## src/rbf_pkg.sv

```systemverilog
// rbf_pkg: shared types and constants for the rgba 3x3 box filter
// no dependencies; imported by every module of the block
`timescale 1ns / 1ps

package rbf_pkg;

  localparam int MAX_WIDTH_DEF  = 4096;
  localparam int MAX_HEIGHT_DEF = 4096;

  localparam int CFG_W      = 13;   // configuration data width
  localparam int CFG_IDX_W  = 1;
  localparam int CH_W       = 8;    // bits per color channel
  localparam int NUM_CH     = 4;
  localparam int PIX_W      = CH_W * NUM_CH;
  localparam int NUM_TAPS   = 9;
  localparam int POS_W      = 12;   // width of out_row / out_col
  localparam int SUM_W      = 12;   // holds 9 * 255

  localparam int RESET_WIDTH  = 3840;
  localparam int RESET_HEIGHT = 2160;
  localparam int MIN_DIM      = 3;

  // floor(x / 9) == (x * 7282) >> 16 for all x up to 9 * 255
  localparam int DIV9_MUL_W = 13;
  localparam logic [DIV9_MUL_W-1:0] DIV9_MUL = DIV9_MUL_W'(7282);
  localparam int DIV9_SHIFT = 16;

  typedef enum logic [CFG_IDX_W-1:0] {
    REG_IMAGE_WIDTH  = 1'b0,
    REG_IMAGE_HEIGHT = 1'b1
  } reg_index_t;

  typedef logic [PIX_W-1:0] pixel_t;
  typedef logic [NUM_TAPS-1:0][CH_W-1:0] tap_win_t;

  // line store controls for one pipeline slot
  typedef struct packed {
    logic rd_en;
    logic wr_en;
  } ls_ctrl_t;

endpackage

```

## src/rbf_lane.sv

```systemverilog
// rbf_lane: one color channel of the 3x3 mean, nine-tap sum then divide by nine
// depends on rbf_pkg
`timescale 1ns / 1ps

module rbf_lane (
  input  logic                   clk,
  input  logic                   en,
  input  rbf_pkg::tap_win_t      taps,
  output logic [rbf_pkg::CH_W-1:0] mean
);
  import rbf_pkg::*;

  logic [SUM_W-1:0] sum_next;
  logic [SUM_W-1:0] sum;
  logic [SUM_W-1:0] pair0, pair1, pair2, pair3;
  logic [SUM_W+DIV9_MUL_W-1:0] product;

  // balanced adder tree
  always_comb begin
    pair0    = SUM_W'(taps[0]) + SUM_W'(taps[1]);
    pair1    = SUM_W'(taps[2]) + SUM_W'(taps[3]);
    pair2    = SUM_W'(taps[4]) + SUM_W'(taps[5]);
    pair3    = SUM_W'(taps[6]) + SUM_W'(taps[7]);
    sum_next = (pair0 + pair1) + (pair2 + pair3) + SUM_W'(taps[8]);
  end

  // divide by nine via reciprocal multiply
  assign product = (SUM_W+DIV9_MUL_W)'(sum) * (SUM_W+DIV9_MUL_W)'(DIV9_MUL);

  always_ff @(posedge clk) begin
    if (en) begin
      sum  <= sum_next;
      mean <= product[DIV9_SHIFT +: CH_W];
    end
  end

endmodule

```

## config.mk

```make
export PLATFORM = sky130hd
export DESIGN_NAME = rbf_lane
export DESIGN_NICKNAME = d
export VERILOG_FILES = /design/src/rbf_pkg.sv /design/src/rbf_lane.sv
export SDC_FILE = /design/constraint.sdc
export NUM_CORES = 1
export LEC_CHECK = 0
export ABC_CLOCK_PERIOD_IN_PS = 9900
export BUFFER_PORTS_ARGS = -buffer_cell sky130_fd_sc_hd__buf_2
export CORE_MARGIN = 4
export CORE_UTILIZATION = 52
export CTS_CLUSTER_DIAMETER = 150
export DETAILED_ROUTE_END_ITERATION = 8
export PLACE_DENSITY = 0.83
export SYNTH_ARGS = -nofsm -noshare
export SYNTH_HDL_FRONTEND = slang
export SYNTH_SLANG_ARGS = --single-unit
export TNS_END_PERCENT = 50
```

## constraint.sdc

```tcl
create_clock -name clk -period 9.9 [get_ports clk]
set_input_delay 0.495 -clock clk [delete_from_list [all_inputs] [get_ports clk]]
set_output_delay 0.495 -clock clk [all_outputs]
set_load 0.1 [all_outputs]
```

==> out/qor.txt, run 1 <==
min Tclk post-route -> 4.935 ns
Period Utilization, post-route -> 0.4985
Synth Warn # -> 0
Clock Latency Late Sink -> 0.27 ns
Synth Cell Area -> 4325 um^2
worst slew pin tran -> 0.5901 ns
commonest non-fill, non-tap cell in the layout -> inv_1
DIE HEIGHT -> 99.21 um
Arr. time, crit path -> 4.95 ns
Via density -> 4.973
Core Box Area -> 8134 um^2
setup TNS -> 0 ns
sequential share of the synthesized area -> 0.1388
# setup viols final -> 0
Post-CTS Setup Inserts -> 0
die area -> 9842 um^2
placed insts -> 587
WHS -> 0.7108 ns
Final GP Congestion -> 0.9210
max_slew headroom -> 0.6024
Avg Cell Area, Syn -> 10.76 um^2
layout cells sized above 1 -> 0.1790
CP Capture Type -> flip-flop
hold worst-path end -> mean[3]
cts hold-fix bufs -> 0
startpoint types -> flip-flop
pre-CTS WS -> 4.961 ns
R2R setup slack -> 4.96 ns
commonest cells after routing, fill and taps aside -> inv_1, fa_1, buf_2, ha_1, edfxtp_1
critical path fanouts, max -> 4
DR WL/cell -> 12.80 um
vias post-DR -> 2,939
clock root cell -> clkbuf_8
Cell Rows -> 33
drt total wl -> 7.566 mm
Post-CTS Resized -> 0
total CTS buffers -> 3
Die Wd -> 99.21 um
reg2reg path depth -> 18
Final Max Slew Viols -> 0
initial drt markers -> 130
CTS Sinks -> 20
CP required -> 9.92 ns
Port Buffers -> 81
P&R area growth vs syn -> 13.97%
vias in the first global route -> 3,110
Max Root-Sink Buffers -> 2
Non-Filler Instances -> 591
synthesized flop and latch total -> 20
status -> finished, final reports clean
Clock Pin Slew Worst Setup and Hold Paths -> 0.08 ns
Antenna diodes -> 0
starting density of the core -> 0.5318
Hold Crit Class -> in2reg
Mapped Nets -> 639
fmax -> 202.6 MHz
worst hold stages -> 1
worst reg2reg path startpoint -> sum[3]
CTS tree -> built
DRC viols -> 0
MaxCap Viol Count -> 0
Routed Antenna Nets -> 0
Synth cell types -> 30
initial antenna violation count -> 0
first-pass GRT wire length -> 12.93 mm
Hold Fails Final Rpt -> 0
drt pass-1 iters -> 7
htree depth -> 1
hold path start -> en
# IOs -> 82
post-synthesis cell count -> 402
dpl hpwl -> 6.959 mm
largest net degree at the start of global routing -> 21
final net count -> 724
Overflow after GRT -> 0
RSZ-0062 raised after global routing -> no
WS Path Type -> reg2reg
overall routing resource usage -> 0.1598
Worst Skew -> 0.002737 ns
FF-to-FF End -> mean[2]
worst-case setup margin in the final layout -> 4.965 ns
## Yosys cell counts
master    number  area share
nor2_1        12       0.010
and4_1         1      0.0020
nand3_1        2      0.0023
a21oi_2        1      0.0020
nand2_1       10      0.0087
a21o_1         3      0.0052
a211oi_1       2      0.0035
a311o_1        1      0.0023
o211ai_1       3      0.0052
a32oi_1        1      0.0020
a211o_1        1      0.0020
nor3_1         3      0.0035
inv_1        122        0.11
a21boi_0       3      0.0052
xnor2_1       13       0.026
o41ai_1        1      0.0020
o41a_1         1      0.0026
o21a_1         1      0.0017
xor2_1         4      0.0081
nor2b_1        3      0.0043
o21ai_0       10       0.012
fa_1          83        0.38
ha_1          80        0.23
edfxtp_1      20        0.14
a2111o_1       1      0.0026
a21oi_1       13       0.015
clkbuf_1       1     0.00087
a31oi_1        1      0.0014
nand4_1        4      0.0058
a211oi_2       1      0.0029
## worst max-delay path: stages, from the launching register on
cell	delay, ns
edfxtp_1	0.45
inv_1	0.09
fa_1	0.54
inv_1	0.06
ha_1	0.30
inv_1	0.06
fa_1	0.50
inv_1	0.05
fa_1	0.50
inv_1	0.06
fa_1	0.53
inv_1	0.04
ha_1	0.34
a211o_1	0.32
o211ai_1	0.16
a21oi_1	0.07
a311o_1	0.38
a21oi_2	0.17
xnor2_1	0.07
## layout make-up
type | count | area (um^2)
tap | 105 | 131.4
clock buffer | 3 | 41.29
multi-input combinational | 259 | 3263
clock inverter | 1 | 30.03
fill | 641 | 3204
inverter | 122 | 457.9
sequential | 20 | 600.6
timing repair buffer | 81 | 405.4
## registers in the layout (all words and copies together), names as in the netlist
name / flops
mean: 8
sum: 12
## kinds of logic after synthesis
| kind of cell | synth area share |
|---|---|
| fa+ha+maj | 0.6156 |
| flops | 0.1388 |
| xor+xnor | 0.03442 |
| buf+inv | 0.1067 |
| compound gates | 0.06740 |
| simple gates | 0.03703 |
## worst max path at each step
stage | start | to | depth (start not counted)
global placement | sum[3] | mean[2] | 18
detailed placement | sum[3] | mean[2] | 18
finish | sum[3] | mean[2] | 18
CTS | sum[3] | mean[2] | 18
floorplan | sum[3] | mean[2] | 18
global route | sum[3] | mean[2] | 18
## through the flow
| stage | cell area, um^2 | utilization |
|---|---|---|
| floorplan | 4325 | - |
| global placement | 4858 | 0.5973 |
| detailed placement | 4858 | 0.5973 |
| CTS | 4930 | 0.6061 |
| global route | 4930 | 0.6061 |
| finish | 4930 | 0.6061 |
## metal layers
layer / vias up / share of wire / track usage / routed length [um]
met5: - / 0 / 0 / 0
met4: 0 / 0.017 / 0.04097 / 127
met3: 11 / 0.024 / 0.01192 / 182
met2: 60 / 0.54 / 0.2862 / 4066
met1: 1439 / 0.42 / 0.2105 / 3189
li1: 1429 / - / - / -
Power of run 1 is left out: the tool's default activity adds up to more than one toggle a clock period on the data nets, which glitch-free logic cannot reach.
==> inputs of run 2 (changes only) <==
Settings changed: ABC_CLOCK_PERIOD_IN_PS 9900 to 4850.
Clock period 9.9 ns to 4.85 ns, I/O delays scaled along.
==> run 2 against run 1 <==
Utilization up 1.5 points. Final area up 2.4%. Global-route usage up 1.5 points. Clock skew up 0.0062 ns. Clock-buffer cell count did not move. First-iteration DRC count shrank 22%. Worst hold slack got worse by 0.25 ns. Sequential share of layout area shrank 0.29 points. Non-clock buffer count rose by 11.
==> out/qor.txt, run 2 (synthesized netlist as in run 1, its figures left out) <==
critical path fanouts, max -> 3 (-1)
P&R area growth vs syn -> 16.75%
status -> finished, final reports clean
drt total wl -> 8.193 mm (+8.3%)
Hold Crit Class -> in2reg
fmax -> 214.5 MHz (+5.9%)
Worst Skew -> 0.008915 ns (+0.006177 ns)
vias in the first global route -> 3,229 (+3.8%)
commonest cells after routing, fill and taps aside -> inv_1, fa_1, buf_2, ha_1, edfxtp_1
max reg flops -> 12 (unchanged)
Antenna diodes -> 0 (unchanged)
Largest regs -> sum: 12 flops, mean: 8 flops
Largest stage delay, worst path -> 0.53 ns (about the same)
WS Path Type -> reg2reg
Core Box Area -> 8134 um^2 (unchanged)
die area -> 9842 um^2 (unchanged)
cts hold-fix bufs -> 0 (unchanged)
DIE HEIGHT -> 99.21 um (unchanged)
starting density of the core -> 0.5318 (unchanged)
total CTS buffers -> 3 (unchanged)
Hold Fails Final Rpt -> 0 (unchanged)
vias post-DR -> 3,011 (+2.4%)
crit-path cells -> buf_4 > buf_4 > fa_1 > ha_1 > ha_1 > fa_1 > inv_1 > fa_1 > inv_1 > ha_1 > a21oi_1 > o21ai_0 > a21oi_1 > o21ai_0 > a2111o_1 > nand3_1
# IOs -> 82 (unchanged)
placed insts -> 591 (+0.68%)
CP Capture Type -> flip-flop
MaxCap Viol Count -> 0 (unchanged)
DR WL/cell -> 13.61 um (+6.3%)
Die Wd -> 99.21 um (unchanged)
reg2reg path depth -> 16 (-2)
Clock Pin Slew Worst Setup and Hold Paths -> 0.08 ns (about the same)
initial drt markers -> 101 (-22%)
setup TNS -> 0 ns (unchanged)
hold path start -> en
first-pass GRT wire length -> 13.80 mm (+6.7%)
initial antenna violation count -> 0 (unchanged)
# setup viols final -> 0 (unchanged)
layout cells sized above 1 -> 0.2093 (+0.03024)
dpl hpwl -> 7.320 mm (+5.2%)
Final GP Congestion -> 0.9529 (+3.5%)
Clock Latency Late Sink -> 0.27 ns (about the same)
RSZ-0062 raised after global routing -> no
critical path's slowest cell -> fa_1
CTS tree -> built
final net count -> 735 (+1.5%)
startpoint types -> flip-flop
commonest non-fill, non-tap cell in the layout -> inv_1
filler instances -> 625 (-2.5%)
worst slew pin tran -> 0.5454 ns (-0.04467 ns)
CP required -> 4.98 ns (-4.94 ns)
Via density -> 5.002 (+0.58%)
Port Buffers -> 81 (unchanged)
CTS Sinks -> 20 (unchanged)
drt pass-1 iters -> 4 (-3)
htree depth -> 1 (unchanged)
min Tclk post-route -> 4.662 ns (-0.2736 ns)
clock root cell -> clkbuf_8
worst reg2reg path startpoint -> sum[7]
largest net degree at the start of global routing -> 21 (unchanged)
Max Root-Sink Buffers -> 2 (unchanged)
worst hold stages -> 1 (unchanged)
Routed Antenna Nets -> 0 (unchanged)
Arr. time, crit path -> 4.80 ns (-0.15 ns)
Critical Path Source -> sum[7]
Overflow after GRT -> 0 (unchanged)
max_slew headroom -> 0.6316 (+0.02918)
WHS -> 0.4599 ns (-0.2508 ns)
Final Max Slew Viols -> 0 (unchanged)
Period Utilization, post-route -> 0.9612 (+0.4627)
Cell Rows -> 33 (unchanged)
DRC viols -> 0 (unchanged)
register bank with the most flops -> sum
overall routing resource usage -> 0.1746 (+0.01482)
Non-Filler Instances -> 602 (+1.9%)
run 2: changes by cell type in the layout (fill, tap and decap cells not counted), sizes merged:
cell and change:
buf +11
run 2: worst max-delay path, delay by kind of cell, from the launching register on:
| kind | cells | cell delay, ns |
|---|---|---|
| compound gates | 5 | 1.11 |
| buf+inv | 4 | 0.40 |
| simple gates | 1 | 0.08 |
| flops | 1 | 0.47 |
| fa+ha+maj | 6 | 2.45 |
run 2: final timing paths:
check                  to  slack, ns
setup reg to reg  mean[5]       0.19
setup / recovery  mean[5]       0.19
hold reg to reg   mean[7]       1.14
hold / removal    sum[11]       0.46
run 2: layout make-up:
cell class	instances	area (um^2)	share of cell area
clock buffers	3	41.29	0.008176
well taps	105	131.4	0.02602
multi-input cells	259	3301	0.6536
repair buffers	92	488.0	0.09663
flip-flops and latches	20	600.6	0.1189
inverters	122	457.9	0.09068
clock inverters	1	30.03	0.005946
run 2: routing by layer:
metal	track usage	vias up	part of all wire
li1	-	1456	-
met1	0.2097	1496	0.41
met2	0.3368	50	0.56
met3	0.01262	9	0.019
met4	0.04307	0	0.010
met5	0	-	0
run 2: timing repair:
action                                 4_1_cts  5_1_grt
gates resized for setup                      2        4
endpoints found under the hold margin        0        0
gates cloned                                 0        0
setup endpoints to repair                    3        4
setup buffers                                5        2
pin swaps                                    2        8
run 2: per-stage QoR:
stage                     utilization  setup WS [ns]  instance area, um^2
after floorplan                     -         0.1474                 4325
after global placement         0.6010        0.08773                 4888
after detailed placement       0.6010       -0.09110                 4888
after CTS                      0.6174        0.03651                 5022
after global routing           0.6208       0.006473                 5050
final                          0.6208         0.1883                 5050
Power of run 2 is left out for the same reason.
